## src/sv/circular_byte_deque_top_assert.svh

```systemverilog
// ----------------------------------------------------------------------------
// circular_byte_deque_top_assert.svh
// Assertion macros for the byte deque; empty when SYNTHESIS is defined.
// ----------------------------------------------------------------------------
`ifndef CIRCULAR_BYTE_DEQUE_TOP_ASSERT_SVH
`define CIRCULAR_BYTE_DEQUE_TOP_ASSERT_SVH
`ifndef SYNTHESIS
// antecedent holds, consequent holds in the same cycle
`define CBD_ASSERT_IMPLY(label, clk, rst, ante, cons) \
   label: assert property (@(posedge clk) disable iff (rst) (ante) |-> (cons)) \
      else $error("deque assertion failed");
// antecedent holds, consequent holds in the next cycle
`define CBD_ASSERT_NEXT(label, clk, rst, ante, cons) \
   label: assert property (@(posedge clk) disable iff (rst) (ante) |=> (cons)) \
      else $error("deque assertion failed");
`else
`define CBD_ASSERT_IMPLY(label, clk, rst, ante, cons)
`define CBD_ASSERT_NEXT(label, clk, rst, ante, cons)
`endif
`endif

```

## src/sv/cbd_pkg.sv

```systemverilog
// ----------------------------------------------------------------------------
// cbd_pkg
// Shared constants, codes and types of the byte deque.
// ----------------------------------------------------------------------------
package cbd_pkg;

   localparam int DEPTH_DEFAULT = 16;
   localparam int DATA_W        = 8;
   localparam int MODE_W        = 2;
   localparam int STATUS_W      = 2;

   localparam logic [MODE_W-1:0] MODE_PUSH_BACK  = 2'd0;
   localparam logic [MODE_W-1:0] MODE_PUSH_FRONT = 2'd1;
   localparam logic [MODE_W-1:0] MODE_POP_FRONT  = 2'd2;
   localparam logic [MODE_W-1:0] MODE_POP_BACK   = 2'd3;

   localparam logic [STATUS_W-1:0] STATUS_DONE  = 2'd0;
   localparam logic [STATUS_W-1:0] STATUS_FULL  = 2'd1;
   localparam logic [STATUS_W-1:0] STATUS_EMPTY = 2'd2;

   // operation broadcast to every cell of the chain
   typedef enum logic [2:0] {
      OP_HOLD,
      OP_PUSH_BACK,
      OP_PUSH_FRONT,
      OP_POP_FRONT,
      OP_POP_BACK
   } cbd_op_type;

   typedef struct packed {
      cbd_op_type        op;
      logic [DATA_W-1:0] data;
   } cbd_ctrl_type;

endpackage

```

## src/sv/cbd_if.sv

```systemverilog
// ----------------------------------------------------------------------------
// cbd_if
// Request and response channels of the byte deque (valid/ready).
// ----------------------------------------------------------------------------
interface cbd_req_if;
   logic                        valid;
   logic                        ready;
   logic [cbd_pkg::MODE_W-1:0]  mode;
   logic [cbd_pkg::DATA_W-1:0]  data_in;

   modport source (output valid, output mode, output data_in, input ready);
   modport sink   (input valid, input mode, input data_in, output ready);
endinterface

interface cbd_rsp_if #(
   parameter int COUNT_WIDTH = $clog2(cbd_pkg::DEPTH_DEFAULT + 1)
);
   logic                          valid;
   logic                          ready;
   logic [cbd_pkg::DATA_W-1:0]    data_out;
   logic [cbd_pkg::STATUS_W-1:0]  status;
   logic [COUNT_WIDTH-1:0]        count;
   logic [cbd_pkg::DATA_W-1:0]    front_byte;
   logic                          is_empty;
   logic                          is_full;

   modport source (output valid, output data_out, output status, output count,
                   output front_byte, output is_empty, output is_full, input ready);
   modport sink   (input valid, input data_out, input status, input count,
                   input front_byte, input is_empty, input is_full, output ready);
endinterface

```

## src/sv/circular_byte_deque_top.sv

```systemverilog
// ----------------------------------------------------------------------------
// circular_byte_deque_top: double-ended byte queue built as a chain of cells
// Latency: the result item is valid in the cycle after the request is taken.
// A new item is taken only once the registered OR tree has settled on the
// back byte after the last change and the result slot is free or draining.
// Reset: synchronous, empties the chain and the count; cell bytes keep junk.
// ----------------------------------------------------------------------------
`include "circular_byte_deque_top_assert.svh"

module circular_byte_deque_top #(
   parameter int DEPTH = cbd_pkg::DEPTH_DEFAULT
) (
   input  logic         clock,
   input  logic         reset,
   cbd_req_if.sink      req,
   cbd_rsp_if.source    rsp
);

   localparam int CountWidth  = $clog2(DEPTH + 1);
   localparam int TreeLevels  = $clog2(DEPTH);
   localparam int SettleWidth = $clog2(TreeLevels + 1);

   // The front of the deque always sits in cell 0 and entries are packed
   // toward it, so a front push or pop shifts the whole chain by one cell,
   // a back push fills the first free cell and a back pop frees the last
   // occupied one. The popped back byte comes from the OR tree.

   cbd_pkg::cbd_ctrl_type         ctrl;
   logic [DEPTH-1:0]              occ_vec;
   logic [cbd_pkg::DATA_W-1:0]    cell_data [DEPTH];
   logic [cbd_pkg::DATA_W-1:0]    cell_back [DEPTH];
   logic [cbd_pkg::DATA_W-1:0]    tree_root;

   logic [CountWidth-1:0]         count_ff;
   logic [CountWidth-1:0]         count_in;
   logic [SettleWidth-1:0]        settle_ff;
   logic                          rsp_valid_ff;
   logic [cbd_pkg::DATA_W-1:0]    data_out_ff;
   logic [cbd_pkg::DATA_W-1:0]    data_out_in;
   logic [cbd_pkg::STATUS_W-1:0]  status_ff;
   logic [cbd_pkg::STATUS_W-1:0]  status_in;

   logic                          accept;
   logic                          full;
   logic                          empty;

   // ---- cell chain --------------------------------------------------------
   for (genvar i = 0; i < DEPTH; i++) begin : g_cell
      logic                       left_occ;
      logic [cbd_pkg::DATA_W-1:0] left_data;
      logic                       right_occ;
      logic [cbd_pkg::DATA_W-1:0] right_data;

      if (i == 0) begin : g_head
         // the head sees the incoming byte as its left neighbor
         assign left_occ  = 1'b1;
         assign left_data = ctrl.data;
      end else begin : g_mid_left
         assign left_occ  = occ_vec[i-1];
         assign left_data = cell_data[i-1];
      end

      if (i == DEPTH - 1) begin : g_tail
         assign right_occ  = 1'b0;
         assign right_data = '0;
      end else begin : g_mid_right
         assign right_occ  = occ_vec[i+1];
         assign right_data = cell_data[i+1];
      end

      cbd_cell u_cell (
         .clock      (clock),
         .reset      (reset),
         .ctrl       (ctrl),
         .left_occ   (left_occ),
         .left_data  (left_data),
         .right_occ  (right_occ),
         .right_data (right_data),
         .occ        (occ_vec[i]),
         .data       (cell_data[i]),
         .back_byte  (cell_back[i])
      );
   end

   cbd_back_tree #(
      .LEAVES (DEPTH),
      .WIDTH  (cbd_pkg::DATA_W)
   ) u_back_tree (
      .clock (clock),
      .leaf  (cell_back),
      .root  (tree_root)
   );

   // ---- request decode ----------------------------------------------------
   // Take a new item only once the tree has settled and the result slot is
   // free or draining this cycle.
   assign req.ready = (settle_ff == '0) && (!rsp_valid_ff || rsp.ready);
   assign accept    = req.valid && req.ready;
   assign full      = (count_ff == CountWidth'(DEPTH));
   assign empty     = (count_ff == '0);

   always_comb begin
      ctrl.op     = cbd_pkg::OP_HOLD;
      ctrl.data   = req.data_in;
      count_in    = count_ff;
      status_in   = cbd_pkg::STATUS_DONE;
      data_out_in = '0;
      if (accept) begin
         case (req.mode)
            cbd_pkg::MODE_PUSH_BACK, cbd_pkg::MODE_PUSH_FRONT: begin
               if (full) begin
                  status_in = cbd_pkg::STATUS_FULL;
               end else begin
                  ctrl.op  = (req.mode == cbd_pkg::MODE_PUSH_BACK) ?
                             cbd_pkg::OP_PUSH_BACK : cbd_pkg::OP_PUSH_FRONT;
                  count_in = count_ff + CountWidth'(1);
               end
            end
            cbd_pkg::MODE_POP_FRONT: begin
               if (empty) begin
                  status_in = cbd_pkg::STATUS_EMPTY;
               end else begin
                  ctrl.op     = cbd_pkg::OP_POP_FRONT;
                  count_in    = count_ff - CountWidth'(1);
                  data_out_in = cell_data[0];
               end
            end
            cbd_pkg::MODE_POP_BACK: begin
               if (empty) begin
                  status_in = cbd_pkg::STATUS_EMPTY;
               end else begin
                  ctrl.op     = cbd_pkg::OP_POP_BACK;
                  count_in    = count_ff - CountWidth'(1);
                  data_out_in = tree_root;
               end
            end
            default: begin
            end
         endcase
      end
   end

   // ---- control registers -------------------------------------------------
   always_ff @(posedge clock) begin
      if (reset) begin
         count_ff     <= '0;
         settle_ff    <= '0;
         rsp_valid_ff <= 1'b0;
      end else begin
         count_ff <= count_in;
         // hold off new items while the tree catches up with the chain
         if (accept) begin
            settle_ff <= SettleWidth'(TreeLevels);
         end else if (settle_ff != '0) begin
            settle_ff <= settle_ff - SettleWidth'(1);
         end
         if (accept) begin
            rsp_valid_ff <= 1'b1;
         end else if (rsp.ready) begin
            rsp_valid_ff <= 1'b0;
         end
      end
   end

   // ---- result payload ----------------------------------------------------
   always_ff @(posedge clock) begin
      if (accept) begin
         data_out_ff <= data_out_in;
         status_ff   <= status_in;
      end
   end

   // The chain does not move while a result waits, so the count and the
   // front cell can drive the remaining fields directly.
   assign rsp.valid      = rsp_valid_ff;
   assign rsp.data_out   = data_out_ff;
   assign rsp.status     = status_ff;
   assign rsp.count      = count_ff;
   assign rsp.front_byte = occ_vec[0] ? cell_data[0] : '0;
   assign rsp.is_empty   = empty;
   assign rsp.is_full    = full;

   // ---- assertions --------------------------------------------------------
   `CBD_ASSERT_IMPLY(a_count_matches_cells, clock, reset, 1'b1, ($countones(occ_vec) == count_ff))
   `CBD_ASSERT_IMPLY(a_count_in_range, clock, reset, 1'b1, (count_ff <= CountWidth'(DEPTH)))
   `CBD_ASSERT_NEXT(a_accept_gives_result, clock, reset, accept, rsp_valid_ff)
   `CBD_ASSERT_NEXT(a_empty_pop_refused, clock, reset, (accept && empty && req.mode[1]), (status_ff == cbd_pkg::STATUS_EMPTY))

endmodule

```

## src/sv/cbd_cell.sv

```systemverilog
// ----------------------------------------------------------------------------
// cbd_cell
// One slot of the deque chain: a byte and an occupied flag.
// ----------------------------------------------------------------------------
module cbd_cell (
   input  logic                        clock,
   input  logic                        reset,
   input  cbd_pkg::cbd_ctrl_type       ctrl,
   input  logic                        left_occ,
   input  logic [cbd_pkg::DATA_W-1:0]  left_data,
   input  logic                        right_occ,
   input  logic [cbd_pkg::DATA_W-1:0]  right_data,
   output logic                        occ,
   output logic [cbd_pkg::DATA_W-1:0]  data,
   output logic [cbd_pkg::DATA_W-1:0]  back_byte
);

   logic                       occ_ff;
   logic                       occ_in;
   logic [cbd_pkg::DATA_W-1:0] data_ff;
   logic [cbd_pkg::DATA_W-1:0] data_in;

   always_comb begin
      occ_in  = occ_ff;
      data_in = data_ff;
      case (ctrl.op)
         cbd_pkg::OP_PUSH_FRONT: begin
            occ_in  = left_occ;
            data_in = left_data;
         end
         cbd_pkg::OP_POP_FRONT: begin
            occ_in  = right_occ;
            data_in = right_data;
         end
         cbd_pkg::OP_PUSH_BACK: begin
            // first free slot takes the byte
            if (!occ_ff && left_occ) begin
               occ_in  = 1'b1;
               data_in = ctrl.data;
            end
         end
         cbd_pkg::OP_POP_BACK: begin
            if (occ_ff && !right_occ) begin
               occ_in = 1'b0;
            end
         end
         default: begin
         end
      endcase
   end

   always_ff @(posedge clock) begin
      if (reset) begin
         occ_ff <= 1'b0;
      end else begin
         occ_ff <= occ_in;
      end
   end

   always_ff @(posedge clock) begin
      data_ff <= data_in;
   end

   assign occ       = occ_ff;
   assign data      = data_ff;
   // last occupied slot offers its byte to the back tree
   assign back_byte = (occ_ff && !right_occ) ? data_ff : '0;

endmodule

```

## src/sv/cbd_back_tree.sv

```systemverilog
// ----------------------------------------------------------------------------
// cbd_back_tree
// Registered OR tree that gathers the byte of the last occupied cell.
// ----------------------------------------------------------------------------
module cbd_back_tree #(
   parameter int LEAVES = cbd_pkg::DEPTH_DEFAULT,
   parameter int WIDTH  = cbd_pkg::DATA_W
) (
   input  logic             clock,
   input  logic [WIDTH-1:0] leaf [LEAVES],
   output logic [WIDTH-1:0] root
);

   localparam int Levels = $clog2(LEAVES);
   localparam int Span   = 1 << Levels;

   logic [WIDTH-1:0] pad     [Span];
   logic [WIDTH-1:0] node_ff [1:Span-1];
   logic [WIDTH-1:0] node_in [1:Span-1];

   for (genvar i = 0; i < Span; i++) begin : g_pad
      if (i < LEAVES) begin : g_used
         assign pad[i] = leaf[i];
      end else begin : g_zero
         assign pad[i] = '0;
      end
   end

   for (genvar k = 1; k < Span; k++) begin : g_node
      if (2 * k >= Span) begin : g_bottom
         assign node_in[k] = pad[2*k-Span] | pad[2*k+1-Span];
      end else begin : g_inner
         assign node_in[k] = node_ff[2*k] | node_ff[2*k+1];
      end
      always_ff @(posedge clock) begin
         node_ff[k] <= node_in[k];
      end
   end

   assign root = node_ff[1];

endmodule
```

## src/flat_wrapper.sv

```systemverilog
// flat-port wrapper written by rule: the top's interface ports become plain ports
module circular_byte_deque_top_flat 
#(
   parameter int DEPTH = cbd_pkg::DEPTH_DEFAULT
)
  (clock, reset, req_valid, req_mode, req_data_in, req_ready, rsp_valid, rsp_data_out, rsp_status, rsp_count, rsp_front_byte, rsp_is_empty, rsp_is_full, rsp_ready);
  cbd_req_if req_i ();
  cbd_rsp_if rsp_i ();
  input  logic clock;
  input  logic reset;
  input wire logic [$bits(req_i.valid)-1:0] req_valid;
  input wire logic [$bits(req_i.mode)-1:0] req_mode;
  input wire logic [$bits(req_i.data_in)-1:0] req_data_in;
  output wire logic [$bits(req_i.ready)-1:0] req_ready;
  output wire logic [$bits(rsp_i.valid)-1:0] rsp_valid;
  output wire logic [$bits(rsp_i.data_out)-1:0] rsp_data_out;
  output wire logic [$bits(rsp_i.status)-1:0] rsp_status;
  output wire logic [$bits(rsp_i.count)-1:0] rsp_count;
  output wire logic [$bits(rsp_i.front_byte)-1:0] rsp_front_byte;
  output wire logic [$bits(rsp_i.is_empty)-1:0] rsp_is_empty;
  output wire logic [$bits(rsp_i.is_full)-1:0] rsp_is_full;
  input wire logic [$bits(rsp_i.ready)-1:0] rsp_ready;
  assign req_i.valid = req_valid;
  assign req_i.mode = req_mode;
  assign req_i.data_in = req_data_in;
  assign req_ready = req_i.ready;
  assign rsp_valid = rsp_i.valid;
  assign rsp_data_out = rsp_i.data_out;
  assign rsp_status = rsp_i.status;
  assign rsp_count = rsp_i.count;
  assign rsp_front_byte = rsp_i.front_byte;
  assign rsp_is_empty = rsp_i.is_empty;
  assign rsp_is_full = rsp_i.is_full;
  assign rsp_i.ready = rsp_ready;
  circular_byte_deque_top #(.DEPTH(DEPTH)) u_core (.clock(clock), .reset(reset), .req(req_i), .rsp(rsp_i));
endmodule
```

## config.mk

```make
export PLATFORM = sky130hd
export DESIGN_NAME = circular_byte_deque_top_flat
export DESIGN_NICKNAME = d
export VERILOG_FILES = /design/src/sv/cbd_pkg.sv /design/src/sv/cbd_if.sv /design/src/sv/circular_byte_deque_top.sv /design/src/sv/cbd_cell.sv /design/src/sv/cbd_back_tree.sv /design/src/flat_wrapper.sv
export VERILOG_INCLUDE_DIRS = /design/src /design/src/sv
export SDC_FILE = /design/constraint.sdc
export NUM_CORES = 1
export LEC_CHECK = 0
export BUFFER_PORTS_ARGS = -buffer_cell sky130_fd_sc_hd__buf_2
export CAP_MARGIN = 40
export CORE_MARGIN = 8
export CORE_UTILIZATION = 58
export CTS_CLUSTER_SIZE = 40
export DETAILED_ROUTE_END_ITERATION = 16
export PLACE_DENSITY = 0.75
export SYNTH_ARGS = -nofsm -noshare
export SYNTH_HDL_FRONTEND = slang
export SYNTH_HIERARCHICAL = 1
export SYNTH_SLANG_ARGS = --single-unit
```

## constraint.sdc

```tcl
create_clock -name clock -period 8.3 [get_ports clock]
set_input_delay 1.66 -clock clock [delete_from_list [all_inputs] [get_ports clock]]
set_output_delay 1.66 -clock clock [all_outputs]
set_load 0.05 [all_outputs]
```

==> impl_results.md <==
* CTS Root Buffer Type: clkbuf_16
* Area of the multi-input gates at 5700 um2
* Netlist Area Pre-Place at 13200 um2
* Layout overhead on the synthesized area at 10.7%
* Number of ports placed on the die boundary at 41
* Critical Path RT at 8470 ps
* Via count at 9058
* Slew Limit Fails at 0
* Sequential cell area at 7050 um2
* Setup repair after global routing missed its margin: false
* Detailed-placement wirelength estimate at 20300 um
* Hold bufs inserted after CTS at 0
* Number of setup buffers added after CTS at 0
* CTS Sinks at 283
* FF+latch count, synth at 283
* Routability Congestion at 0.849
* Clock buffers created by TritonCTS at 30
* Headroom to the max-slew limit at 48.7%
* Number of input and output port buffers inserted at 40
* Net count reported at finish at 1319
* Tmin final at 3990 ps
* Slowest-stage cell, CP: nor2_1
* Post-Route Skew at 13.5 ps
* Number of synthesized flops with an enable pin at 138
* Mean post-synth cell area at 10.5 um2
* Startpoint-to-endpoint class of the critical path: in -> reg
* Placement Setup Slack at 3800 ps
* Worst min path class: reg -> reg
* Warning count from the yosys run at 6
* Register-to-register setup slack at 4780 ps
* Max-Cap Viols at 0
* Wire length after detailed routing at 29900 um
* Hold path cells at 1
* Clock latency on the worst-skew pair at 540 ps
* Worst path arrival time at 4160 ps
* Deepest clock path buffer count at 3
* Status: complete, no violations
* Critical Path Source Type: input port
* Initial Util at 58.6%
* Ordered list of cells on the worst path: buf_2 -> xor2_1 -> a211oi_2 -> nor2b_4 -> buf_12 -> buf_4 -> a31oi_1 -> nor2_1
* Largest delay share family, worst path: buffers and inverters
* Total Negative Setup Slacks at 0 ps
* Detailed-route vias per instance at 5.64
* R2r startpoint: u_core/settle_ff[0]
* Cells after Synth at 1251
* Share of post-route cells with drive strength above 1 at 9.01%
* Sum of buffers and inverters on the critical path at 3
* Crit. End Element: register
* Final setup viols at 0
* Lkg Pwr at 5.82 nW
* TritonCTS clock tree: yes
* Routed length per instance at 18.6 um
* Hold Crit Start: u_core/u_back_tree/node_ff[1][40]
* Highest clock rate at 251 MHz
* Global-route wire length before repair at 47700 um
* Via count of the first global-routing pass at 8698
* Portion of the post-synthesis area used by sequential elements at 53.6%
* Hold violation total from the final report at 0
* Pwr per Cell Area at 339 nW/um2
* Dominant synthesized flop cell: dfxtp_1
* Ratio of final minimum period to clock period at 48.1%
* Clock slew at reported path FFs at 60 ps
* Total of fill cells in the finished design at 1806
* Core ar. at 22400 um2
* Async set or reset register ratio after synthesis at 0%
* DRC errors left at 0
* Residual overflow from global routing at 0
* Worst r2r dst: u_core/g_cell[1].u_cell/data[0]
* Count of cell types in the netlist at 37
* H-tree lvl count at 1
* Final worst-path setup slack at 4310 ps
* Number of standard cells in the final layout excluding fillers at 1606
* Depth of the worst register-to-register path at 10
* Longest individual stage delay on the worst path at 560 ps
* Routed Antenna Nets at 0
* Pin slew with the least headroom to its limit at 770 ps
* Drt initial violations at 1007
* Largest net degree at the start of global routing at 86
* Antenna violations before repair at 0
* Terminating pin of the worst hold path: u_core/u_back_tree/node_ff[0][48]
* Maximum ir drop on the vdd rail at 0.000156 V
* Biggest fanout along the worst timing path at 43
* DIE AREA at 27800 um2
* Number of placed cells counting well taps at 1550
* Count of standard-cell rows at 55
* Total inserted antenna cells at 0
* Total routing resource utilization after global routing at 21.1%
* Floorplan die width at 167 um
* Post-CTS resize count at 0
* Die H at 167 um
* Pre-Repair DR Iteration Count at 5
-- power breakdown --
part	switching, mW	internal [mW]	total [mW]
Sequential	0.237	1.95	2.19
Combinational	0.886	0.533	1.42
Clock	0.530	0.792	1.32
-- per-layer routing --
metal  track usage (%)  up-vias  wire [um]
met5                 0        -          0
met4              5.84        0        636
met3              3.40       40       2030
met2              32.6      324      13100
met1              30.4     4296      14100
li1                  -     4398          -
-- registers in the layout, summed over array words and instances, names as in the netlist --
name	count
u_core/rsp.count	5
u_core/rsp.status	2
u_core/rsp.data_out	8
u_core/u_back_tree/node_ff	120
u_core/rsp.valid	1
u_core/settle_ff	3
u_core/g_cell.u_cell/data	128
u_core/g_cell.u_cell/occ	16
-- how the worst max path moves through the flow --
stage                     start                                to  slack [ps]  depth (start not counted)
finish              req_mode[1]   u_core/g_cell[1].u_cell/data[0]        4310                          8
global route        req_mode[1]   u_core/g_cell[0].u_cell/data[2]        4070                          8
CTS                 req_mode[1]   u_core/g_cell[0].u_cell/data[2]        4340                          8
detailed placement  req_mode[1]   u_core/g_cell[1].u_cell/data[6]        3800                          8
global placement    req_mode[1]  u_core/g_cell[10].u_cell/data[2]        3400                          7
floorplan           req_mode[1]   u_core/g_cell[1].u_cell/data[1]        1630                          7
-- worst reg2reg max path, stage by stage (launching register included) --
cell and delay (ps):
dfxtp_1 320, inv_1 60, ha_1 160, ha_1 320
nand2_1 180, a211oi_2 370, nor2b_4 290, buf_12 230
buf_4 500, a31oi_1 170, nor2_1 560
-- cell families (layout without fill, tap and decap cells) --
| logic type | Yosys count | in the layout | share of synthesized area [%] |
|---|---|---|---|
| other cells | 2 | 14 | 0.0571 |
| xor+xnor | 4 | 4 | 0.266 |
| flops | 283 | 283 | 53.6 |
| simple gates | 490 | 490 | 19.6 |
| buf+inv | 88 | 146 | 3.65 |
| compound gates | 221 | 221 | 9.67 |
| fa+ha+maj | 8 | 8 | 0.818 |
| mux | 155 | 155 | 12.4 |
-- placed cells by master (no fill, tap or decap), types with 32 or more instances in the layout --
cell / instances
and2_1: 137
o21ai_0: 112
nand2_1: 137
nor2_1: 62
dfxtp_1: 145
a31oi_1: 32
o21ai_1: 33
inv_1: 41
or2_1: 120
edfxtp_1: 138
buf_2: 40
clkbuf_16: 32
mux2i_1: 138
-- through the flow --
step                      util (%)  power (mW)  instance area, um2  hold WS [ps]
after floorplan                  -        3.27               13200           383
after global placement        60.2        3.56               13500           386
after detailed placement      60.5        3.62               13600           388
after CTS                     64.9        4.95               14600           402
after global routing          64.9        5.19               14600           416
final                         64.9        4.93               14600           396
-- cell type report --
class,instances,share of cell area [%]
Clock buffer,49,6.35
Clock inverter,7,0.490
Inverter,43,1.11
Multi-Input combinational cell,892,39.1
Sequential cell,283,48.4
Tap cell,285,2.45
Timing Repair Buffer,47,2.05
-- cell usage after synthesis, types with 2 or more instances --
master	instances	area (um2)
o21ai_1	33	165
mux2i_1	138	1380
a31oi_1	32	200
buf_4	40	300
edfxtp_1	138	4140
nand2b_1	18	113
mux2_4	16	240
or2_1	120	751
nor4_1	2	12.5
a21oi_1	23	115
nand2_1	137	514
dfxtp_1	145	2900
nand3_1	4	20.0
conb_1	2	7.51
xnor2_1	2	17.5
and2_1	137	857
o21ai_0	112	561
clkbuf_1	4	15.0
inv_2	2	7.51
ha_1	7	87.6
nor2_1	63	236
nor2b_1	3	18.8
inv_1	41	154
o311a_1	16	160
nor3_1	3	15.0
xor2_1	2	17.5
Note: power is estimated with default switching activity, not from simulation.
